<file path="config.mk">
export PLATFORM = sky130hd
export DESIGN_NAME = nearest_palette_labeler
export DESIGN_NICKNAME = d
export VERILOG_FILES = /design/src/design/nplab_pkg.sv /design/src/design/nplab_cell.sv /design/src/design/nearest_palette_labeler.sv
export SDC_FILE = /design/constraint.sdc
export NUM_CORES = 2
export LEC_CHECK = 0
export ABC_AREA = 0
export ABC_CLOCK_PERIOD_IN_PS = 30300
export BUFFER_PORTS_ARGS = -buffer_cell sky130_fd_sc_hd__buf_4
export CORE_AREA = 2 2 478 480
export DETAILED_ROUTE_END_ITERATION = 8
export DIE_AREA = 0 0 480 482
export RECOVER_POWER = 100
export SLEW_MARGIN = 40
export SYNTH_ARGS = -nofsm -noshare
export SYNTH_HDL_FRONTEND = slang
export SYNTH_SLANG_ARGS = --single-unit
</file>
<file path="constraint.sdc">
create_clock -name clk_i -period 30.3 [get_ports clk_i]
set_input_delay 0 -clock clk_i [delete_from_list [all_inputs] [get_ports clk_i]]
set_output_delay 0 -clock clk_i [all_outputs]
set_load 0.1 [all_outputs]
</file>
<file path="src/design/nplab_pkg.sv">
// Package for the nearest palette labeler: sizes, codes, the transaction
// record that travels along the cell chain, and the squared-difference helper.
// No dependencies.
package nplab_pkg;

  localparam int unsigned PaletteEntries = 10;
  localparam int unsigned IdxW  = 4;
  localparam int unsigned CntW  = IdxW + 1;
  localparam int unsigned ChanW = 8;
  localparam int unsigned DistW = 18;
  localparam int unsigned CfgIdxW  = 4;
  localparam int unsigned CfgDataW = 4;

  // Larger than any real two-channel distance, so entry 0 always takes over.
  localparam logic [DistW-1:0] DistStart = DistW'(255 * 255 * 3);

  typedef enum logic {
    OpClassify = 1'b0,
    OpWrite    = 1'b1
  } op_e;

  typedef enum logic [CfgIdxW-1:0] {
    CfgActiveColors = 4'd0,
    CfgReplaceColor = 4'd1
  } cfg_reg_e;

  typedef struct packed {
    op_e              op;
    logic [IdxW-1:0]  idx;
    logic [ChanW-1:0] red;
    logic [ChanW-1:0] green;
    logic [ChanW-1:0] blue;
    logic [DistW-1:0] best_dist;
    logic [IdxW-1:0]  best_idx;
    logic [ChanW-1:0] best_red;
    logic [ChanW-1:0] best_green;
    logic [ChanW-1:0] best_blue;
  } item_t;

  function automatic logic [2*ChanW-1:0] sq_diff(input logic [ChanW-1:0] a,
                                                 input logic [ChanW-1:0] b);
    logic [ChanW-1:0] diff;
    diff = (a > b) ? (a - b) : (b - a);
    return diff * diff;
  endfunction

endpackage

</file>
<file path="src/design/nplab_cell.sv">
// One cell of the palette chain: holds a single palette entry, compares the
// passing pixel against it and forwards the running best to its neighbour.
// Depends on nplab_pkg.
module nplab_cell (
  input  logic                          clk_i,
  input  logic                          rst_ni,
  input  logic                          en_i,
  input  logic [nplab_pkg::IdxW-1:0]    cell_idx_i,
  input  logic [nplab_pkg::CntW-1:0]    count_i,
  input  logic                          valid_i,
  input  nplab_pkg::item_t              item_i,
  output logic                          valid_o,
  output nplab_pkg::item_t              item_o
);

  logic [3*nplab_pkg::ChanW-1:0]  pal_q;
  logic [nplab_pkg::ChanW-1:0]    pal_red, pal_green, pal_blue;
  logic [nplab_pkg::DistW-1:0]    cand_dist;
  logic                           take;
  logic                           valid_q;
  nplab_pkg::item_t               item_d, item_q;

  assign {pal_red, pal_green, pal_blue} = pal_q;

  always_comb begin
    cand_dist = nplab_pkg::DistW'(nplab_pkg::sq_diff(item_i.green, pal_green))
              + nplab_pkg::DistW'(nplab_pkg::sq_diff(item_i.blue, pal_blue));
    // only entries inside the active count take part; ties keep the earlier one
    take = (item_i.op == nplab_pkg::OpClassify)
        && ({1'b0, cell_idx_i} < count_i)
        && (cand_dist < item_i.best_dist);
    item_d = item_i;
    if (take) begin
      item_d.best_dist  = cand_dist;
      item_d.best_idx   = cell_idx_i;
      item_d.best_red   = pal_red;
      item_d.best_green = pal_green;
      item_d.best_blue  = pal_blue;
    end
  end

  // palette entry: undefined until written
  always_ff @(posedge clk_i) begin
    if (en_i && valid_i && (item_i.op == nplab_pkg::OpWrite)
        && (item_i.idx == cell_idx_i)) begin
      pal_q <= {item_i.red, item_i.green, item_i.blue};
    end
  end

  always_ff @(posedge clk_i or negedge rst_ni) begin
    if (!rst_ni) begin
      valid_q <= 1'b0;
    end else if (en_i) begin
      valid_q <= valid_i;
    end
  end

  always_ff @(posedge clk_i) begin
    if (en_i) begin
      item_q <= item_d;
    end
  end

  assign valid_o = valid_q;
  assign item_o  = item_q;

endmodule

</file>
<file path="src/design/nearest_palette_labeler.sv">
// Nearest palette labeler: a chain of PALETTE_ENTRIES cells, one palette entry
// in each, followed by an output register. Every transaction, pixel or palette
// write, walks the chain one cell per clock while the chain advances, and a
// pixel result is then registered at the output; a new transaction can be
// accepted every clock in which the chain advances. The whole chain advances
// together: while a result sits unaccepted at the output, the chain and the
// input are held. Palette writes give no result and land in their cell as they
// pass it. Write configuration only once the chain is empty: PALETTE_ENTRIES
// unstalled cycles after the last transaction, with its result taken.
// Depends on nplab_pkg and nplab_cell.
module nearest_palette_labeler (
  input  logic                              clk_i,
  input  logic                              rst_ni,
  // configuration
  input  logic                              cfg_valid_i,
  output logic                              cfg_ready_o,
  input  logic [nplab_pkg::CfgIdxW-1:0]     cfg_index_i,
  input  logic [nplab_pkg::CfgDataW-1:0]    cfg_data_i,
  // input items
  input  logic                              in_valid_i,
  output logic                              in_ready_o,
  input  logic                              operation_i,
  input  logic [nplab_pkg::IdxW-1:0]        entry_index_i,
  input  logic [nplab_pkg::ChanW-1:0]       red_i,
  input  logic [nplab_pkg::ChanW-1:0]       green_i,
  input  logic [nplab_pkg::ChanW-1:0]       blue_i,
  // results
  output logic                              out_valid_o,
  input  logic                              out_ready_i,
  output logic [nplab_pkg::IdxW-1:0]        label_o,
  output logic [nplab_pkg::ChanW-1:0]       out_red_o,
  output logic [nplab_pkg::ChanW-1:0]       out_green_o,
  output logic [nplab_pkg::ChanW-1:0]       out_blue_o
);

  localparam int unsigned Pe = nplab_pkg::PaletteEntries;

  logic [nplab_pkg::IdxW-1:0]   active_colors_q;
  logic                         replace_color_q;
  logic [nplab_pkg::CntW-1:0]   act_ext, count;
  logic                         advance;
  logic                         chain_valid [Pe+1];
  nplab_pkg::item_t             chain_item  [Pe+1];
  logic                         out_valid_q, out_valid_d;
  logic [nplab_pkg::IdxW-1:0]   label_q;
  logic [nplab_pkg::ChanW-1:0]  red_q, green_q, blue_q;

  // configuration registers
  assign cfg_ready_o = 1'b1;

  always_ff @(posedge clk_i or negedge rst_ni) begin
    if (!rst_ni) begin
      active_colors_q <= nplab_pkg::IdxW'(10);
      replace_color_q <= 1'b1;
    end else if (cfg_valid_i) begin
      if (cfg_index_i == nplab_pkg::CfgActiveColors) begin
        active_colors_q <= cfg_data_i[nplab_pkg::IdxW-1:0];
      end else if (cfg_index_i == nplab_pkg::CfgReplaceColor) begin
        replace_color_q <= cfg_data_i[0];
      end
    end
  end

  // zero counts as one, anything above the palette size saturates
  always_comb begin
    act_ext = {1'b0, active_colors_q};
    if (act_ext > nplab_pkg::CntW'(Pe)) begin
      count = nplab_pkg::CntW'(Pe);
    end else if (act_ext == '0) begin
      count = nplab_pkg::CntW'(1);
    end else begin
      count = act_ext;
    end
  end

  assign advance    = !out_valid_q || out_ready_i;
  assign in_ready_o = advance;

  always_comb begin
    chain_valid[0]           = in_valid_i;
    chain_item[0].op         = nplab_pkg::op_e'(operation_i);
    chain_item[0].idx        = entry_index_i;
    chain_item[0].red        = red_i;
    chain_item[0].green      = green_i;
    chain_item[0].blue       = blue_i;
    chain_item[0].best_dist  = nplab_pkg::DistStart;
    chain_item[0].best_idx   = '0;
    chain_item[0].best_red   = '0;
    chain_item[0].best_green = '0;
    chain_item[0].best_blue  = '0;
  end

  for (genvar k = 0; k < Pe; k++) begin : g_cell
    nplab_cell u_cell (
      .clk_i      (clk_i),
      .rst_ni     (rst_ni),
      .en_i       (advance),
      .cell_idx_i (nplab_pkg::IdxW'(k)),
      .count_i    (count),
      .valid_i    (chain_valid[k]),
      .item_i     (chain_item[k]),
      .valid_o    (chain_valid[k+1]),
      .item_o     (chain_item[k+1])
    );
  end

  // output register: only classify transactions leave a result
  assign out_valid_d = chain_valid[Pe] && (chain_item[Pe].op == nplab_pkg::OpClassify);

  always_ff @(posedge clk_i or negedge rst_ni) begin
    if (!rst_ni) begin
      out_valid_q <= 1'b0;
    end else if (advance) begin
      out_valid_q <= out_valid_d;
    end
  end

  always_ff @(posedge clk_i) begin
    if (advance) begin
      label_q <= chain_item[Pe].best_idx;
      if (replace_color_q) begin
        red_q   <= chain_item[Pe].best_red;
        green_q <= chain_item[Pe].best_green;
        blue_q  <= chain_item[Pe].best_blue;
      end else begin
        red_q   <= chain_item[Pe].red;
        green_q <= chain_item[Pe].green;
        blue_q  <= chain_item[Pe].blue;
      end
    end
  end

  assign out_valid_o = out_valid_q;
  assign label_o     = label_q;
  assign out_red_o   = red_q;
  assign out_green_o = green_q;
  assign out_blue_o  = blue_q;

  // label always lies inside the active part of the palette
  a_label_range: assert property (@(posedge clk_i) disable iff (!rst_ni)
    out_valid_q |-> ({1'b0, label_q} < count))
    else $error("label outside active palette");

  // a palette write leaving the chain never produces a result
  a_write_silent: assert property (@(posedge clk_i) disable iff (!rst_ni)
    (advance && chain_valid[Pe] && (chain_item[Pe].op == nplab_pkg::OpWrite))
    |=> !out_valid_q)
    else $error("palette write produced a result");

  // a held output freezes the end of the chain
  a_chain_hold: assert property (@(posedge clk_i) disable iff (!rst_ni)
    !advance |=> $stable(chain_valid[Pe]))
    else $error("chain moved while output stalled");

  // a pixel leaving the chain always carries a distance below the start value
  a_best_found: assert property (@(posedge clk_i) disable iff (!rst_ni)
    out_valid_d |-> (chain_item[Pe].best_dist < nplab_pkg::DistStart))
    else $error("pixel left chain without a match");

endmodule
</file>
# Word-level counts from Yosys, hierarchy flattened
# Cells that the tools add are included.
[totals]
output_inout_bits = 31
ramBits = 0
latch_bits = 0
n_memories = 0
in_bits = 42
regBits = 1012
wordCells = 350
mem_bits_ro = 0
[op_classes]
n_bitwise = 12
n_addsub = 50
div = 0
mux = 34
eq_ne = 10
magnitude_cmp = 41
shifts = 0
multipliers = 20
reduce_logical = 58
[ops]
columns = ["cell", "count"]
rows = [
  ["46-bit two-way mux", 8],
  ["8-bit by 8-bit multiplier with 16-bit output", 20],
  ["8-bit subtractor", 40],
  ["8-bit two-way mux", 23],
  ["16-bit by 16-bit adder with 17-bit output", 10],
  ["8-bit greater-than comparator", 20],
  ["18-bit less-than comparator", 8],
  ["1-bit logical AND", 51],
  ["24-bit two-way mux", 1],
  ["17-bit by 18-bit less-than comparator with 1-bit output", 1],
  ["18-bit less-than comparator (second input constant)", 1],
  ["4-bit by 3-bit == test with 1-bit output (second input constant)", 4],
  ["3-bit by 4-bit less-than comparator with 1-bit output (first input constant)", 4],
  ["4-bit logical NOT", 3],
  ["1-bit inverter", 12],
  ["4-bit by 1-bit == test with 1-bit output (second input constant)", 2],
  ["4-bit by 2-bit == test with 1-bit output (second input constant)", 2],
  ["4-bit == test (second input constant)", 2],
  ["1-bit by 4-bit less-than comparator with 1-bit output (first input constant)", 2],
  ["2-bit by 4-bit less-than comparator with 1-bit output (first input constant)", 2],
  ["4-bit less-than comparator (first input constant)", 2],
  ["4-bit two-way mux", 2],
  ["4-bit greater-than comparator (second input constant)", 1],
  ["3-bit AND reduction", 1],
  ["3 further kinds", 3],
]

# Longest topological paths before layout
[logic_depth]
depth_word = 7
mapped_depth = 43
mapped_depth_nobuf = 41

# By module
# From an unflattened synthesis, not the netlist that was laid out.
[hier_totals]
cells_unflattened = 8070
hier_area_um2 = 89888.7
[modules_own_cells]
columns = ["mod", "cells_per_inst", "n_inst", "seq_area_each_um2", "area_each_um2"]
rows = [
  ["nplab_cell (g_cell[0].u_cell ...)", 804, 4, 2997.9, 8775.9],
  ["nplab_cell (g_cell[7].u_cell ...)", 796, 2, 2997.9, 8899.8],
  ["nplab_cell (g_cell[9].u_cell)", 798, 1, 2997.9, 8938.6],
  ["nplab_cell (g_cell[4].u_cell)", 789, 1, 2997.9, 8914.8],
  ["nplab_cell (g_cell[6].u_cell)", 791, 1, 2997.9, 8881.0],
  ["nplab_cell (g_cell[5].u_cell)", 802, 1, 2997.9, 8808.4],
  ["nearest_palette_labeler", 82, 1, 994.7, 1442.6],
]

# Worst setup path after synthesis
# No wires, ideal clock.
[synth_path]
path_type = "register to register"
from = "reg out_valid_q (netlist: out_valid_o)"
to = "reg g_cell[0].u_cell.pal_q[0] (netlist name), enable pin"
synth_period_minus_slack_ps = 26393
path_slack_ps = 3907
arrival_time_ps = 25958
path_buffers = 2
setup_time_ps = 435
required_time_ps = 29865
stages_incl_launch_ff = 7
cell_sequence = "dfrtp_1 -> nor2b_1 -> clkbuf_1 -> inv_1 -> clkbuf_1 -> nand2_1 -> nor3_1"
[synth_via]
elab_chain_len = 5
[synth_lines]
columns = ["item", "line", "source"]
rows = [
  ["start, declared", "nearest_palette_labeler.sv:44", "logic out_valid_q, out_valid_d;"],
  ["start signal, assigned", "nearest_palette_labeler.sv:114", "out_valid_q <= out_valid_d;"],
  ["1-bit logical NOT", "nearest_palette_labeler.sv:76", "assign advance = !out_valid_q || out_ready_i;"],
  ["1-bit logical OR", "nearest_palette_labeler.sv:76", ""],
  ["net in_ready_o", "nearest_palette_labeler.sv:21", "output logic in_ready_o,"],
  ["1-bit logical AND (2 in a row)", "nplab_cell.sv:44", "if (en_i && valid_i && (item_i.op == nplab_pkg::OpWrite)"],
  ["1-bit logical AND", "nplab_cell.sv:45", "&& (item_i.idx == cell_idx_i)) begin"],
  ["end signal, assigned", "nplab_cell.sv:46", "pal_q <= {item_i.red, item_i.green, item_i.blue};"],
  ["end, declared", "nplab_cell.sv:16", "logic [3*nplab_pkg::ChanW-1:0] pal_q;"],
]
# The timed path passes the listed nets, and every way through them passes these cells.
# A chain may end at the register's enable or synchronous reset.

# Final worst setup path
[layout_path]
from = "reg out_valid_q (netlist: out_valid_o)"
to = "reg g_cell[2].u_cell.item_q (netlist bit g_cell[2].u_cell.item_o[39]), enable pin"
[layout_via]
elab_chain_len = 2
[layout_lines]
columns = ["item", "line", "source"]
rows = [
  ["1-bit logical NOT", "nearest_palette_labeler.sv:76", ""],
  ["1-bit logical OR", "nearest_palette_labeler.sv:76", ""],
  ["end signal, assigned", "nplab_cell.sv:60", "item_q <= item_d;"],
  ["end, declared", "nplab_cell.sv:21", "nplab_pkg::item_t item_d, item_q;"],
]
# Every way passes these cells.

==> results.md <==
Worst setup path:
- The end of the worst register-to-register path is g_cell[2].u_cell.item_o[39]$_DFFE_PN_.
- Counting cells, the worst reg-to-reg path comes to 6.
- The startpoint kind of the worst setup timing path is a register.
- STA puts the critical path data required time at 30.50 ns.
- STA classifies the critical path endpoint as a register.
- The worst register-to-register path has a setup slack of approximately 16 ns.
- The startpoint identified for the worst register-to-register timing path is out_valid_o$_DFFE_PN0N_.
- The critical path data arrival time is between 10 and 15 ns.
- Along the worst path, the maximum fanout reaches 129.
- The worst setup path is of the reg2reg kind.

Outcome:
- The run finished, with violations left.
- The final reports fail on capacitance limit, slew limit.

STA:
- Setup repair after global routing left no endpoint under its margin.
- Headroom to the max-slew limit came out at -2.78.
- The final number of max-transition violations was between 1k and 1.5k.
- The clock arrives with 0.0672 ns of skew.
- Setup total negative slack on the finished layout was measured at 0 ns.
- In the finished design, the share of the clock period the worst path needs comes to 0.468.
- Static timing analysis puts the maximum clock frequency at 0.0706 GHz.
- The transition time of the tightest slew-check pin is 5.63 ns.
- The final hold violation count was 0.
- Setup violations remaining at the end of the flow were counted as 0.
- The minimum clock period after layout is ~14 ns.

Synthesis:
- After synthesis the cells add up to around 86000 sq um.
- The dominant cell type by area after synthesis is edfxtp_1.
- The register bit total from synthesis is 997.
- The synthesized netlist contains 94 unique library cells.
- Yosys mapped a number of flops with a built-in enable equal to 981.
- The fraction of the yosys area taken by sequential cells is 0.349.
- After synthesis, the mean cell area works out to 11.1 sq um.
- Yosys printed 0 warnings.
- The leading register cell type out of synthesis is edfxtp_1.
- In the synthesized netlist the async set-or-reset flop fraction comes to 0.0160.
- Counting every net in the synthesized netlist gives between 9k and 10k.
- Synthesis handed over a netlist of 7718 instances.
- The proportion of netlist area held by the largest area contributor is 0.344.
- By area the synthesized netlist is led by edfxtp_1, fa_1, ha_1.

Layout:
- The final design area excluding fillers is 94200 sq um.
- The area growth from synthesis to final layout is 10.1%.
- The net count of the finished layout is 9746.
- In the final layout, the share of cells above drive strength 1 is 0.0802.

Detailed routing:
- The number of vias in the routed layout is around 54k.
- The via density per instance is 4.91.
- The pre-antenna-repair detailed-routing pass consisted of 5 iterations.
- The residual antenna-violating net count after detailed routing is 0.
- The starting DRC count in detailed routing is 2721.
- The routed length per instance is 18.1 um.
- The routed wire length is 200 mm.
- The count of unresolved DRC violations after routing is 0.

Placement:
- Input and output buffers added on the ports amount to 71.
- The placed instance area is 90300 sq um.
- The HPWL after detailed placement is 161 mm.
- The final weighted congestion in routability-driven placement is 0.878.

Clock tree:
- The clock reaches the later pin of the worst-skew pair after 0.75 ns.
- The clock transition time at the flip-flop clock pins of the worst setup and hold paths is roughly 0.060 ns.
- The number of clock buffers added by TritonCTS is 108.
- Counting along the longest clock path gives a buffer depth of 3.
- The post-cts repair resize count is 0.
- The cell at the root of the clock tree is clkbuf_16.
- TritonCTS built the clock tree.
- For this design, the sink count on the clock tree is between 900 and 1k.
- The H-tree generated during clock tree synthesis spans 3 levels.

GRT:
- The number of global-route vias before repair was 58.3k.
- The wire length of the first global-routing pass is 320 mm.
- Global routing finished with a remaining overflow of 0.
- The number of antenna violations at the first check in global routing is 6.
- The all-layer global routing usage is 0.175.
- The largest net degree at the start of global routing is 130.

Min path:
- The path with the worst hold slack has its endpoint at replace_color_q$_DFFE_PN1P_.
- The number of cells traversed by the worst hold path is 3.
- The min-delay analysis places its worst path in the category in2reg.
- In this run the most critical hold path is launched from cfg_data_i[0].

Floorplanning:
- The number of placement rows is between 150 and 200.
- 73 I/O pins were placed.
- The initial utilization of the core area, before any placement, comes to 0.378.
- The die extent in y is 482 um.
- The overall die area is ~230000 sq um.
- The region available for standard cell placement spans 226000 sq um.
- The floorplan step set the die width to ~480 um.

Job:
- The total of max-cap violations is 29.
worst max-delay path by stage:
stage | slack (ns) | end | start
after CTS | 19.44 | g_cell[8].u_cell.item_o[41]$_DFFE_PN_ | g_cell[7].u_cell.item_o[54]$_DFFE_PN_
after global routing | 14.65 | g_cell[2].u_cell.item_o[37]$_DFFE_PN_ | out_valid_o$_DFFE_PN0N_
after detailed placement | 19.51 | g_cell[8].u_cell.item_o[41]$_DFFE_PN_ | g_cell[7].u_cell.item_o[54]$_DFFE_PN_
after floorplan | 3.91 | g_cell[0].u_cell.pal_q[0]$_DFFE_PP_ | out_valid_o$_DFFE_PN0N_
after global placement | 19.49 | g_cell[9].u_cell.item_o[4]$_DFFE_PN_ | g_cell[8].u_cell.item_o[54]$_DFFE_PN_
final | 16.13 | g_cell[2].u_cell.item_o[39]$_DFFE_PN_ | out_valid_o$_DFFE_PN0N_
through the flow:
step	utilization	setup slack, ns	std cells	hold WS (ns)
6_report	0.416	16.13	11000	0.0802
5_1_grt	0.416	14.65	11000	0.0399
4_1_cts	0.418	19.44	11000	0.0125
3_5_place_dp	0.399	19.51	10800	-0.0495
3_3_place_gp	0.398	19.49	10800	-0.0599
2_1_floorplan	-	3.91	7718	-0.296
layout by cell type (no fill, tap or decap), types with 26 or more instances in the layout:
cell,synthesis,final
o211ai_1,31,31
o21a_1,27,27
nor3_1,50,49
clkbuf_16,0,108
o21ai_0,185,191
nand4_1,49,49
o21bai_1,56,56
ha_1,981,981
a21oi_1,273,274
edfxtp_1,981,981
xnor2_1,195,172
nand2b_1,100,100
fa_1,800,800
xor2_1,82,72
and2_1,49,43
a31oi_1,38,38
mux2i_1,113,109
nand2_1,249,249
nand3_1,41,41
or2_2,50,50
inv_1,1731,1733
buf_4,6,68
and3_1,30,30
a211oi_1,26,26
clkbuf_1,74,103
xnor2_2,9,32
mux2_1,0,73
a21o_1,173,173
mux2_2,334,261
nor2b_1,98,97
dlygate4sd3_1,0,60
nor2_1,581,580
metal layers:
layer  global-route usage  wire (um)  share of wire  vias to the layer above
li1                     -          -              -                    25800
met1                0.214      83000           0.42                    27200
met2                0.322     104000           0.52                      832
met3               0.0187       5750          0.029                      295
met4               0.0542       6970          0.035                        6
met5                    0         37        0.00018                        -
critical path, cell delays in order, from the launching register on:
cell and delay [ns]:
dfrtp_1 0.37, nor2b_2 0.14, clkbuf_1 0.32, clkinvlp_2 3.38, clkbuf_1 3.17, clkbuf_1 3.01
clkbuf_1 3.01
registers in the layout, summed over array words and instances (netlist names):
register and cells:
label_o 4, g_cell.u_cell.pal_q 240, out_valid_o 1, active_colors_q 4, out_blue_o 8, out_red_o 8, g_cell.u_cell.item_o 713, out_green_o 8
replace_color_q 1, g_cell.u_cell.valid_o 10
logic make-up after synthesis:
logic type	count (synthesis)	synth area share
compound gates	961	0.0725
simple gates	1377	0.0765
buf+inv	1863	0.0828
mux	449	0.0575
other cells	1	0.0000438
fa+ha+maj	1781	0.331
xor+xnor	289	0.0308
flops	997	0.349
final cells by class:
cell class | count | area [sq um]
multi-input combinational | 4858 | 48800
timing repair buffer | 221 | 1480
inverter | 1737 | 6520
tap | 3009 | 3760
clock inverter | 73 | 921
fill | 21600 | 132000
sequential | 997 | 29900
antenna | 3 | 7.51
clock buffer | 128 | 2820
cell usage after synthesis (50+ instances only):
| cell type | number |
|---|---|
| clkbuf_1 | 74 |
| a21oi_1 | 273 |
| nor3_1 | 50 |
| or2_2 | 50 |
| edfxtp_1 | 981 |
| inv_1 | 1731 |
| o21ai_0 | 185 |
| a21o_1 | 173 |
| fa_1 | 800 |
| mux2i_1 | 113 |
| o21bai_1 | 56 |
| nand2_1 | 249 |
| ha_1 | 981 |
| nand2b_1 | 100 |
| xor2_1 | 82 |
| nor2_1 | 581 |
| xnor2_1 | 195 |
| mux2_2 | 334 |
| nor2b_1 | 98 |
what timing repair did:
action / CTS / global route
hold endpoints to repair: 136 / 0
hold buffers: 61 / 0
buffers inserted: 0 / 0
Power is left out: the tool's default activity adds up to more than one toggle a clock period on the data nets, which glitch-free logic cannot reach.
